File: src/rtl/clw_pkg.sv
`timescale 1ns / 1ps
// ----------------------------------------------------------------------------
// clw_pkg: shared types and constants of the character display nibble writer
// Holds the request codes, the queued command record, the power-up and clear
// script, and the small helpers for decimal digit extraction.
// ----------------------------------------------------------------------------
package clw_pkg;

  localparam logic [2:0] OP_TICK   = 3'd0;
  localparam logic [2:0] OP_CMD    = 3'd1;
  localparam logic [2:0] OP_DATA   = 3'd2;
  localparam logic [2:0] OP_NUMBER = 3'd3;
  localparam logic [2:0] OP_INIT   = 3'd4;
  localparam logic [2:0] OP_CLEAR  = 3'd5;

  localparam logic [7:0] ASCII_ZERO = 8'h30;

  localparam logic [3:0] SCRIPT_INIT_FIRST  = 4'd1;
  localparam logic [3:0] SCRIPT_INIT_LAST   = 4'd13;
  localparam logic [3:0] SCRIPT_CLEAR_FIRST = 4'd14;
  localparam logic [3:0] SCRIPT_CLEAR_LAST  = 4'd15;

  // One classified request as it waits for the back end.
  typedef struct packed {
    logic [2:0]       opcode;
    logic [7:0]       byte_value;
    logic [3:0][3:0]  digits;    // digits[0] is the units digit
    logic [1:0]       top_idx;   // index of the leading shown digit
  } cmd_t;

  typedef struct packed {
    logic       is_pause;
    logic [7:0] value;
  } script_t;

  // Power-up and clear script. The first pause of the power-up sequence
  // takes its length from the caller.
  function automatic script_t script_lookup(input logic [3:0] s, input logic [5:0] pwait);
    script_t e;
    e = '{is_pause: 1'b0, value: 8'h00};
    unique case (s)
      4'd1:    e = '{is_pause: 1'b1, value: {2'b00, pwait}};
      4'd2:    e.value = 8'h22;
      4'd3:    e.value = 8'h02;
      4'd4:    e.value = 8'h08;
      4'd5:    e = '{is_pause: 1'b1, value: 8'd1};
      4'd7:    e.value = 8'h0C;
      4'd8:    e = '{is_pause: 1'b1, value: 8'd1};
      4'd10:   e.value = 8'h01;
      4'd11:   e = '{is_pause: 1'b1, value: 8'd3};
      4'd13:   e.value = 8'h06;
      4'd14:   e.value = 8'h01;
      4'd15:   e.value = 8'h80;
      default: e.value = 8'h00;
    endcase
    return e;
  endfunction

  function automatic logic [3:0] script_next(input logic [3:0] s);
    if (s == SCRIPT_INIT_LAST || s == SCRIPT_CLEAR_LAST || s == 4'd0) begin
      return 4'd0;
    end
    return s + 4'd1;
  endfunction

  // Quotient digit of v by a constant place value, found with nine
  // independent compares. Callers keep the quotient below ten.
  function automatic logic [3:0] dec_quot(input logic [15:0] v, input logic [15:0] unit);
    logic [3:0] q;
    q = 4'd0;
    for (int k = 1; k <= 9; k++) begin
      if ({1'b0, v} >= 17'(k) * {1'b0, unit}) begin
        q = 4'(k);
      end
    end
    return q;
  endfunction

endpackage

File: src/rtl/clw_front.sv
`timescale 1ns / 1ps
// ----------------------------------------------------------------------------
// clw_front: request intake and decimal split
// Five-stage pipeline that takes items and peels off one decimal place per
// stage, so a number request reaches the queue with all four digits ready.
// ----------------------------------------------------------------------------
module clw_front (
  input  logic             clk,
  input  logic             rst,
  input  logic             in_valid,
  output logic             in_ready,
  input  logic [2:0]       opcode,
  input  logic [7:0]       byte_value,
  input  logic [15:0]      number,
  input  logic             q_full,
  output logic             push,
  output clw_pkg::cmd_t    push_cmd
);

  logic        v1, v2, v3, v4, v5;
  logic [2:0]  op1, op2, op3, op4, op5;
  logic [7:0]  bv1, bv2, bv3, bv4, bv5;
  logic [1:0]  top2, top3, top4, top5;
  logic [15:0] num1;
  logic [13:0] r2;
  logic [9:0]  r3;
  logic [6:0]  r4;
  logic [3:0]  d3_3, d3_4, d3_5, d2_4, d2_5, d1_5, d0_5;
  logic        adv;

  logic [3:0]  q_tt, q_th, q_hu, q_te;
  logic [15:0] r_tt, r_th, r_hu, r_te;

  assign adv      = !v5 || !q_full;
  assign in_ready = adv;
  assign push     = v5 && adv;

  assign q_tt = clw_pkg::dec_quot(num1, 16'd10000);
  assign r_tt = num1 - 16'(q_tt * 16'd10000);
  assign q_th = clw_pkg::dec_quot({2'b00, r2}, 16'd1000);
  assign r_th = {2'b00, r2} - 16'(q_th * 16'd1000);
  assign q_hu = clw_pkg::dec_quot({6'd0, r3}, 16'd100);
  assign r_hu = {6'd0, r3} - 16'(q_hu * 16'd100);
  assign q_te = clw_pkg::dec_quot({9'd0, r4}, 16'd10);
  assign r_te = {9'd0, r4} - 16'(q_te * 16'd10);

  always_ff @(posedge clk) begin
    if (rst) begin
      v1 <= 1'b0;
      v2 <= 1'b0;
      v3 <= 1'b0;
      v4 <= 1'b0;
      v5 <= 1'b0;
    end else if (adv) begin
      v1 <= in_valid;
      v2 <= v1;
      v3 <= v2;
      v4 <= v3;
      v5 <= v4;
    end
    if (adv) begin
      op1  <= opcode;
      bv1  <= byte_value;
      num1 <= number;

      op2  <= op1;
      bv2  <= bv1;
      r2   <= r_tt[13:0];
      top2 <= (num1 >= 16'd1000) ? 2'd3 :
              (num1 >= 16'd100)  ? 2'd2 :
              (num1 >= 16'd10)   ? 2'd1 : 2'd0;

      op3  <= op2;
      bv3  <= bv2;
      top3 <= top2;
      d3_3 <= q_th;
      r3   <= r_th[9:0];

      op4  <= op3;
      bv4  <= bv3;
      top4 <= top3;
      d3_4 <= d3_3;
      d2_4 <= q_hu;
      r4   <= r_hu[6:0];

      op5  <= op4;
      bv5  <= bv4;
      top5 <= top4;
      d3_5 <= d3_4;
      d2_5 <= d2_4;
      d1_5 <= q_te;
      d0_5 <= r_te[3:0];
    end
  end

  always_comb begin
    push_cmd.opcode     = op5;
    push_cmd.byte_value = bv5;
    push_cmd.digits     = {d3_5, d2_5, d1_5, d0_5};
    push_cmd.top_idx    = top5;
  end

endmodule

File: src/rtl/clw_queue.sv
`timescale 1ns / 1ps
// ----------------------------------------------------------------------------
// clw_queue: command queue
// Four-entry queue between the intake pipeline and the pin sequencer.
// ----------------------------------------------------------------------------
module clw_queue (
  input  logic          clk,
  input  logic          rst,
  input  logic          push,
  input  clw_pkg::cmd_t push_cmd,
  output logic          full,
  input  logic          pop,
  output logic          not_empty,
  output clw_pkg::cmd_t head
);

  clw_pkg::cmd_t mem [4];
  logic [1:0]    wr_ptr;
  logic [1:0]    rd_ptr;
  logic [2:0]    count;

  assign full      = (count == 3'd4);
  assign not_empty = (count != 3'd0);
  assign head      = mem[rd_ptr];

  always_ff @(posedge clk) begin
    if (rst) begin
      wr_ptr <= 2'd0;
      rd_ptr <= 2'd0;
      count  <= 3'd0;
    end else begin
      if (push) begin
        wr_ptr <= wr_ptr + 2'd1;
      end
      if (pop) begin
        rd_ptr <= rd_ptr + 2'd1;
      end
      if (push && !pop) begin
        count <= count + 3'd1;
      end else if (pop && !push) begin
        count <= count - 3'd1;
      end
    end
    if (push) begin
      mem[wr_ptr] <= push_cmd;
    end
  end

`ifndef SYNTHESIS
  a_no_overflow: assert property (@(posedge clk) disable iff (rst) push |-> !full)
    else $error("queue written while full");
  a_no_underflow: assert property (@(posedge clk) disable iff (rst) pop |-> not_empty)
    else $error("queue read while empty");
`endif

endmodule

File: src/rtl/clw_back.sv
`timescale 1ns / 1ps
// ----------------------------------------------------------------------------
// clw_back: pin sequencer
// Carries out one queued item per cycle unless stalled: advances the nibble timing
// on a tick or starts a byte, digit string or script, and registers the pin levels.
// ----------------------------------------------------------------------------
module clw_back #(
  parameter int POWER_UP_WAIT   = 50,
  parameter int ENABLE_LOW_WAIT = 5
) (
  input  logic          clk,
  input  logic          rst,
  input  logic          not_empty,
  input  clw_pkg::cmd_t head,
  output logic          pop,
  output logic          out_valid,
  input  logic          out_ready,
  output logic [7:0]    out_data
);

  typedef enum logic [2:0] {
    PH_IDLE, PH_HI_EN, PH_HI_LOW, PH_LO_EN, PH_LO_LOW, PH_TAIL, PH_PAUSE
  } phase_t;

  localparam logic [5:0] LOW_WAIT = 6'(ENABLE_LOW_WAIT);
  localparam logic [5:0] PWR_WAIT = 6'(POWER_UP_WAIT);

  phase_t          phase, phase_next;
  logic [5:0]      wait_ticks, wait_next;
  logic [7:0]      current_byte, byte_next;
  logic            rs_level, rs_next;
  logic [3:0]      sequence_step, seq_next;
  logic [1:0]      digits_left, dl_next;
  logic            enable, enable_next;
  logic [3:0]      nibble, nibble_next;
  logic [3:0]      digit_store [4];
  logic            drop;
  logic            store_we;

  logic            start;
  logic            start_rs;
  logic [7:0]      start_b;
  logic            entry_go;
  logic [3:0]      entry_s;
  logic [3:0]      ns;
  logic [5:0]      wt;
  logic [1:0]      dl_m1;
  clw_pkg::script_t ent;

  assign pop   = not_empty && (!out_valid || out_ready);
  assign dl_m1 = digits_left - 2'd1;

  always_comb begin
    phase_next  = phase;
    wait_next   = wait_ticks;
    byte_next   = current_byte;
    rs_next     = rs_level;
    seq_next    = sequence_step;
    dl_next     = digits_left;
    enable_next = enable;
    nibble_next = nibble;
    drop        = 1'b0;
    store_we    = 1'b0;
    start       = 1'b0;
    start_rs    = 1'b0;
    start_b     = 8'h00;
    entry_go    = 1'b0;
    entry_s     = 4'd0;
    ns          = 4'd0;
    wt          = 6'd0;
    ent         = '{is_pause: 1'b0, value: 8'h00};

    if (pop) begin
      if (head.opcode == clw_pkg::OP_TICK) begin
        if (phase != PH_IDLE) begin
          wt        = (wait_ticks != 6'd0) ? wait_ticks - 6'd1 : 6'd0;
          wait_next = wt;
          if (wt == 6'd0) begin
            unique case (phase)
              PH_HI_EN: begin
                enable_next = 1'b0;
                nibble_next = current_byte[7:4];
                phase_next  = PH_HI_LOW;
                wait_next   = LOW_WAIT;
              end
              PH_HI_LOW: begin
                enable_next = 1'b1;
                nibble_next = current_byte[3:0];
                phase_next  = PH_LO_EN;
                wait_next   = 6'd1;
              end
              PH_LO_EN: begin
                enable_next = 1'b0;
                nibble_next = current_byte[3:0];
                phase_next  = PH_LO_LOW;
                wait_next   = LOW_WAIT;
              end
              PH_LO_LOW: begin
                phase_next = PH_TAIL;
                wait_next  = 6'd1;
              end
              default: begin
                // End of a byte or a pause: next digit, next script entry, or done.
                if (digits_left != 2'd0) begin
                  dl_next  = dl_m1;
                  start    = 1'b1;
                  start_rs = 1'b1;
                  start_b  = {4'd0, digit_store[dl_m1]} + clw_pkg::ASCII_ZERO;
                end else if (sequence_step != 4'd0) begin
                  ns       = clw_pkg::script_next(sequence_step);
                  seq_next = ns;
                  if (ns != 4'd0) begin
                    entry_go = 1'b1;
                    entry_s  = ns;
                  end else begin
                    phase_next = PH_IDLE;
                  end
                end else begin
                  phase_next = PH_IDLE;
                end
              end
            endcase
          end
        end
      end else if (head.opcode <= clw_pkg::OP_CLEAR) begin
        if (phase != PH_IDLE) begin
          drop = 1'b1;
        end else begin
          seq_next = 4'd0;
          dl_next  = 2'd0;
          unique case (head.opcode)
            clw_pkg::OP_CMD: begin
              start   = 1'b1;
              start_b = head.byte_value;
            end
            clw_pkg::OP_DATA: begin
              start    = 1'b1;
              start_rs = 1'b1;
              start_b  = head.byte_value;
            end
            clw_pkg::OP_NUMBER: begin
              store_we = 1'b1;
              dl_next  = head.top_idx;
              start    = 1'b1;
              start_rs = 1'b1;
              start_b  = {4'd0, head.digits[head.top_idx]} + clw_pkg::ASCII_ZERO;
            end
            clw_pkg::OP_INIT: begin
              seq_next = clw_pkg::SCRIPT_INIT_FIRST;
              entry_go = 1'b1;
              entry_s  = clw_pkg::SCRIPT_INIT_FIRST;
            end
            clw_pkg::OP_CLEAR: begin
              seq_next = clw_pkg::SCRIPT_CLEAR_FIRST;
              entry_go = 1'b1;
              entry_s  = clw_pkg::SCRIPT_CLEAR_FIRST;
            end
            default: begin
            end
          endcase
        end
      end
    end

    if (entry_go) begin
      ent = clw_pkg::script_lookup(entry_s, PWR_WAIT);
      if (ent.is_pause) begin
        enable_next = 1'b0;
        phase_next  = PH_PAUSE;
        wait_next   = ent.value[5:0];
      end else begin
        start    = 1'b1;
        start_rs = 1'b0;
        start_b  = ent.value;
      end
    end

    if (start) begin
      rs_next     = start_rs;
      byte_next   = start_b;
      enable_next = 1'b1;
      nibble_next = start_b[7:4];
      phase_next  = PH_HI_EN;
      wait_next   = 6'd1;
    end
  end

  always_ff @(posedge clk) begin
    if (rst) begin
      phase         <= PH_IDLE;
      wait_ticks    <= 6'd0;
      current_byte  <= 8'h00;
      rs_level      <= 1'b0;
      sequence_step <= 4'd0;
      digits_left   <= 2'd0;
      enable        <= 1'b0;
      nibble        <= 4'd0;
      out_valid     <= 1'b0;
    end else begin
      if (pop) begin
        phase         <= phase_next;
        wait_ticks    <= wait_next;
        current_byte  <= byte_next;
        rs_level      <= rs_next;
        sequence_step <= seq_next;
        digits_left   <= dl_next;
        enable        <= enable_next;
        nibble        <= nibble_next;
        out_valid     <= 1'b1;
      end else if (out_ready) begin
        out_valid <= 1'b0;
      end
    end
    if (pop) begin
      out_data <= {drop, (phase_next != PH_IDLE), nibble_next, enable_next, rs_next};
    end
    if (store_we) begin
      for (int i = 0; i < 4; i++) begin
        digit_store[i] <= head.digits[i];
      end
    end
  end

`ifndef SYNTHESIS
  a_enable_phase: assert property (@(posedge clk) disable iff (rst)
    enable |-> (phase == PH_HI_EN || phase == PH_LO_EN))
    else $error("enable high outside an enable phase");
  a_idle_clean: assert property (@(posedge clk) disable iff (rst)
    (phase == PH_IDLE) |-> (digits_left == 2'd0 && sequence_step == 4'd0))
    else $error("idle with work still pending");
  a_wait_armed: assert property (@(posedge clk) disable iff (rst)
    (phase != PH_IDLE) |-> (wait_ticks != 6'd0))
    else $error("active phase with no wait armed");
  a_drop_busy: assert property (@(posedge clk) disable iff (rst)
    (out_valid && out_data[7]) |-> out_data[6])
    else $error("request dropped while reported idle");
`endif

endmodule

File: src/rtl/char_lcd_nibble_writer_unit.sv
`timescale 1ns / 1ps
// ----------------------------------------------------------------------------
// char_lcd_nibble_writer_unit: character display writer for a 4-bit bus
// Turns ticks and write requests into RS, enable and data pin levels.
// ----------------------------------------------------------------------------
// The unit takes one item per clock while m_tready takes each result, and
// returns exactly one result item per item, in order. Each item is either a
// 1 ms tick or a request: a command byte, a data byte, a number shown as one
// to four ASCII digits (values above 9999 keep their four low digits), the
// power-up sequence, or clear-then-home. The result carries the pin levels
// after the item, whether a transfer is still running, and whether the item
// was a request that was dropped because one was. Time moves only on ticks:
// each nibble holds enable high for one tick and low for ENABLE_LOW_WAIT
// ticks, and one idle tick follows each byte. The sustained rate is one item
// per cycle while m_tready is high; a full queue stalls the intake. An
// accepted item passes through the intake pipeline, which splits a number
// into decimal digits one place per stage, then the four-entry command
// queue, then the pin sequencer, which updates its state and the output
// register in the same cycle. The queue and the output register let the
// input keep flowing while a result waits to be taken.
// ----------------------------------------------------------------------------
module char_lcd_nibble_writer_unit #(
  parameter int POWER_UP_WAIT   = 50,
  parameter int ENABLE_LOW_WAIT = 5
) (
  input  logic        clk,
  input  logic        rst,
  input  logic        s_tvalid,
  output logic        s_tready,
  input  logic [23:0] s_tdata,   // [7:0] byte_value, [23:8] number
  input  logic [2:0]  s_tuser,   // [2:0] opcode
  output logic        m_tvalid,
  input  logic        m_tready,
  output logic [7:0]  m_tdata    // [0] register_select, [1] enable_pin,
                                 // [5:2] bus_nibble, [6] busy_res, [7] dropped
);

  logic          q_push;
  logic          q_full;
  logic          q_pop;
  logic          q_not_empty;
  clw_pkg::cmd_t q_in;
  clw_pkg::cmd_t q_head;

  // Intake: classify items and split numbers into digits.
  clw_front u_front (
    .clk        (clk),
    .rst        (rst),
    .in_valid   (s_tvalid),
    .in_ready   (s_tready),
    .opcode     (s_tuser),
    .byte_value (s_tdata[7:0]),
    .number     (s_tdata[23:8]),
    .q_full     (q_full),
    .push       (q_push),
    .push_cmd   (q_in)
  );

  // Short queue so intake and sequencer stall independently.
  clw_queue u_queue (
    .clk       (clk),
    .rst       (rst),
    .push      (q_push),
    .push_cmd  (q_in),
    .full      (q_full),
    .pop       (q_pop),
    .not_empty (q_not_empty),
    .head      (q_head)
  );

  // Sequencer: pin timing, digit strings and the init and clear scripts.
  clw_back #(
    .POWER_UP_WAIT   (POWER_UP_WAIT),
    .ENABLE_LOW_WAIT (ENABLE_LOW_WAIT)
  ) u_back (
    .clk       (clk),
    .rst       (rst),
    .not_empty (q_not_empty),
    .head      (q_head),
    .pop       (q_pop),
    .out_valid (m_tvalid),
    .out_ready (m_tready),
    .out_data  (m_tdata)
  );

endmodule
File: config.mk
export PLATFORM = sky130hd
export DESIGN_NAME = char_lcd_nibble_writer_unit
export DESIGN_NICKNAME = d
export VERILOG_FILES = /design/src/rtl/clw_pkg.sv /design/src/rtl/clw_front.sv /design/src/rtl/clw_queue.sv /design/src/rtl/clw_back.sv /design/src/rtl/char_lcd_nibble_writer_unit.sv
export SDC_FILE = /design/constraint.sdc
export NUM_CORES = 1
export LEC_CHECK = 0
export BUFFER_PORTS_ARGS = -buffer_cell sky130_fd_sc_hd__buf_2
export CORE_MARGIN = 2
export CORE_UTILIZATION = 40
export CTS_CLUSTER_SIZE = 24
export DETAILED_ROUTE_END_ITERATION = 12
export HOLD_SLACK_MARGIN = 0.15
export PLACE_DENSITY = 0.51
export SLEW_MARGIN = 20
export SYNTH_ARGS = -nofsm -noshare
export SYNTH_HDL_FRONTEND = slang
export SYNTH_HIERARCHICAL = 1
export SYNTH_SLANG_ARGS = --single-unit
File: constraint.sdc
create_clock -name clk -period 12.9 [get_ports clk]
set_clock_uncertainty 0.1 [all_clocks]
set_input_delay 2.58 -clock clk [delete_from_list [all_inputs] [get_ports clk]]
set_output_delay 2.58 -clock clk [all_outputs]
set_load 0.01 [all_outputs]
==> summary.md <==
| Metric | Value |
|---|---|
| # hold bufs at CTS | 0 |
| Status | finished, final reports clean |
| Seq/Total Area, Yosys | 62.79% |
| CP Cell Sequence | buf_2, nand2b_1, nand2_1, buf_4, inv_1, buf_4, and3_1, a22oi_4, a41oi_4, o31a_4, a2111oi_4, nor2_1 |
| Post-cts repair resize count | 0 |
| CP arrival | 5.48 ns |
| Post-Layout Cell Count | 1,597 |
| IO Port Bufs | 40 |
| Synth async-reset ratio | 0% |
| Hpwl dp | 17,620 microns |
| Ratio of final minimum period to clock period | 41.10% |
| Max Root-Sink Buffers | 3 |
| Initial antenna violation count | 0 |
| Reg2reg start | u_front/r2[6]$_DFFE_PP_ |
| R2r endpoint | u_front/r3[9]$_DFFE_PP_ |
| Syn Inst Count | 1,052 |
| Reg2Reg Setup Slack | 8.30 ns |
| Core area | 0.03643 sq mm |
| HP Class | reg -> reg |
| Slowest CP cell | o31a_4 |
| GRT Overall Usage | 14.57% |
| Worst Path Buf+Inv | 4 |
| Initial Util | 40.34% |
| Vias in the first global route | 8,383 |
| CP Depth | 12 |
| Die width | 195.7 microns |
| Remaining antenna violation count | 0 |
| Post-CTS Setup Repair Bufs | 0 |
| Fin crit period | 5.302 ns |
| Final setup violating endpoints | 0 |
| Final core utilization | 45.55% |
| Critical Path Sink Type | flop |
| Worst slew pin tran | 0.9302 ns |
| Synth warn | 6 |
| LEAKAGE | 5.985 nW |
| Die Ht | 195.7 microns |
| # diodes | 0 |
| Initial DRC count | 647 |
| Drc violations | 0 |
| FF+latch count, synth | 322 |
| Synth cell types | 89 |
| Predominant post-synthesis flop cell | edfxtp_1 |
| Pin count of the biggest net entering global routing | 65 |
| Max Cap Viol | 0 |
| DP Area | 0.01534 sq mm |
| Post-route cell area | 0.01659 sq mm |
| Mapped Avg Cell Area | 13.97 sq um |
| Crit Path Max Fanout | 20 |
| Routed wire length | 27,130 microns |
| Post-synth EDFFs | 278 |
| CP startpoint kind | primary input |
| Setup TNS | 0 ns |
| Worst r2r path cells | 15 |
| Via Count | 8,376 |
| Placement Setup Slack | 7.054 ns |
| Maximum vdd ir drop | 235.1 uV |
| Grt ovf | 0 |
| Gp weighted congestion | 0.8456 |
| Max-slew violations | 0 |
| Clk sink count | 322 |
| WL/cell | 16.98 microns |
| Max Clk Rate | 0.1886 GHz |
| # IOs | 41 |
| CP most frequent cell | buf_4 |
| Critical Path RT | 13.07 ns |
| Crit path from | m_tready |
| Worst slew margin | 37.85% |
| Clock latency on the worst-skew pair | 0.56 ns |
| Post-Syn Nets | 1,138 |
| TritonCTS Buffers | 38 |
| Iteration count of the initial detailed-routing pass | 4 |
| Hold Fails Final Rpt | 0 |
| Pwr Total | 4.310 mW |
| Via density | 5.245 |
| Placed Cells | 1,527 |
| Post-synth top area cell | edfxtp_1 |
| Htree depth | 2 |
| Clock slew at reported path FFs | 0.06 ns |
| RSZ-0062 raised after global routing | no |
| Synth top area cells | edfxtp_1 57%, dfxtp_1 6.0%, mux4_2 5.7% |
| Crit path to | u_back/out_data[3]$_DFFE_PP_ |
| Yosys top cell area share | 56.80% |
| PD cells | 259.7 mW/mm^2 |
| WHS | 0.3093 ns |
| Setup CP Type | in -> reg |
| Die area | 0.03829 sq mm |
| Synth-to-Final Area Change | 12.91% |
| Mapped Area | 0.01470 sq mm |
| Row cnt | 70 |
| Final worst slack | 7.598 ns |
| CTS tree | done |
| First-pass GRT wire length | 44,170 microns |
| Root Driver | clkbuf_16 |
| Worst path top cell family by delay | compound AO/OA/AOI/OAI gates |
| Nets@finish | 1,185 |
| Share of cells above drive strength 1 | 15.41% |
| Slowest stage delay, CP | 0.48 ns |
-- cells in the final DEF, fill, tap and decap left out, types with 8 or more instances in the layout --
| cell | netlist | layout |
|---|---|---|
| and3_1 | 9 | 9 |
| nor2b_1 | 13 | 13 |
| nand3_1 | 9 | 9 |
| o211ai_1 | 9 | 9 |
| buf_2 | 9 | 40 |
| a21oi_1 | 63 | 63 |
| ha_1 | 44 | 44 |
| nand2_1 | 55 | 54 |
| a31oi_1 | 12 | 12 |
| or3_1 | 11 | 11 |
| nor3_1 | 22 | 21 |
| fa_1 | 11 | 11 |
| xor2_1 | 11 | 11 |
| nand4_1 | 8 | 8 |
| o21ai_0 | 37 | 37 |
| xnor2_1 | 28 | 28 |
| inv_1 | 62 | 62 |
| clkbuf_16 | 0 | 38 |
| edfxtp_1 | 278 | 278 |
| mux2i_1 | 8 | 8 |
| buf_4 | 1 | 11 |
| a21o_1 | 9 | 9 |
| clkbuf_1 | 26 | 12 |
| a211oi_1 | 11 | 11 |
| mux4_2 | 37 | 37 |
| o21a_1 | 9 | 9 |
| dfxtp_1 | 44 | 43 |
| nand2b_1 | 15 | 15 |
| nor2_1 | 79 | 79 |
-- worst min path at each step --
stage               cells past startpoint                 startpoint                         to
CTS                                     0  u_front/top3[0]$_DFFE_PP_  u_front/top4[0]$_DFFE_PP_
detailed placement                      0   u_front/bv2[5]$_DFFE_PP_   u_front/bv3[5]$_DFFE_PP_
global route                            0   u_front/bv2[5]$_DFFE_PP_   u_front/bv3[5]$_DFFE_PP_
floorplan                               0   u_front/bv1[0]$_DFFE_PP_   u_front/bv2[0]$_DFFE_PP_
global placement                        0   u_front/bv4[2]$_DFFE_PP_   u_front/bv5[2]$_DFFE_PP_
finish                                  0  u_front/top3[0]$_DFFE_PP_  u_front/top4[0]$_DFFE_PP_
-- worst register-to-register path: stages, from the launching register on --
cell and delay [ns]:
edfxtp_1 0.52, or4_1 0.56, a211o_1 0.30, a32oi_1 0.16
a21oi_1 0.11, o2bb2ai_2 0.24, inv_1 0.21, fa_1 0.60
inv_1 0.07, fa_1 0.48, ha_1 0.31, o21ai_0 0.11
o21bai_1 0.09, a21oi_1 0.20, xnor2_1 0.16, xnor2_1 0.12
-- metal layers --
layer | part of all wire, % | track usage, %
met1 | 46 | 18.93
met2 | 48 | 24.56
met3 | 3.9 | 3.129
met4 | 1.8 | 4.574
met5 | 0 | 0
-- registers in the layout, summed over array words and instances, names as in the netlist, 10 cells and up, named ones only --
| signal | cells |
|---|---|
| u_front/num1 | 16 |
| u_back/digit_store | 16 |
| u_front/r2 | 14 |
| u_front/r3 | 10 |
| u_queue/mem | 116 |
-- synthesized netlist by cell type, drive strengths merged (11+ instances only) --
library cell,number
a211oi,11
fa,11
clkbuf,26
nand2,56
inv,62
and3,11
nor2b,13
a21oi,64
xnor2,28
nand2b,15
dfxtp,44
or3,11
edfxtp,278
buf,18
ha,44
mux4,38
nor2,80
o21ai,38
xor2,11
a31oi,12
nor3,23
-- cells by family (layout without fill, tap and decap cells) --
| kind of cell | Yosys count | in the layout | share of synthesized area, % |
|---|---|---|---|
| DFF | 322 | 322 | 62.79 |
| and+or+nand+nor | 263 | 263 | 9.228 |
| AOI/OAI and AO/OA | 216 | 216 | 10.50 |
| buffers and inverters | 108 | 185 | 3.286 |
| adders and majority gates | 55 | 55 | 5.244 |
| muxes | 49 | 49 | 6.623 |
| xor gates and xnor gates | 39 | 39 | 2.324 |
-- power by group --
part	internal, mW	switching, mW	leakage (nW)	total (mW)
logic	0.755	0.935	2.29	1.69
clock network	0.631	0.419	0.609	1.05
registers	1.42	0.153	3.08	1.57
-- cell type report --
cell class / count / area, sq um
fill: 3247 / 19840
sequential: 322 / 9230
multi-input combinational: 622 / 5005
clock buffer: 53 / 1037
tap: 468 / 585.6
timing repair buffer: 51 / 282.8
inverter: 64 / 241.5
clock inverter: 17 / 212.7
Power figures use the tool's default switching activity.
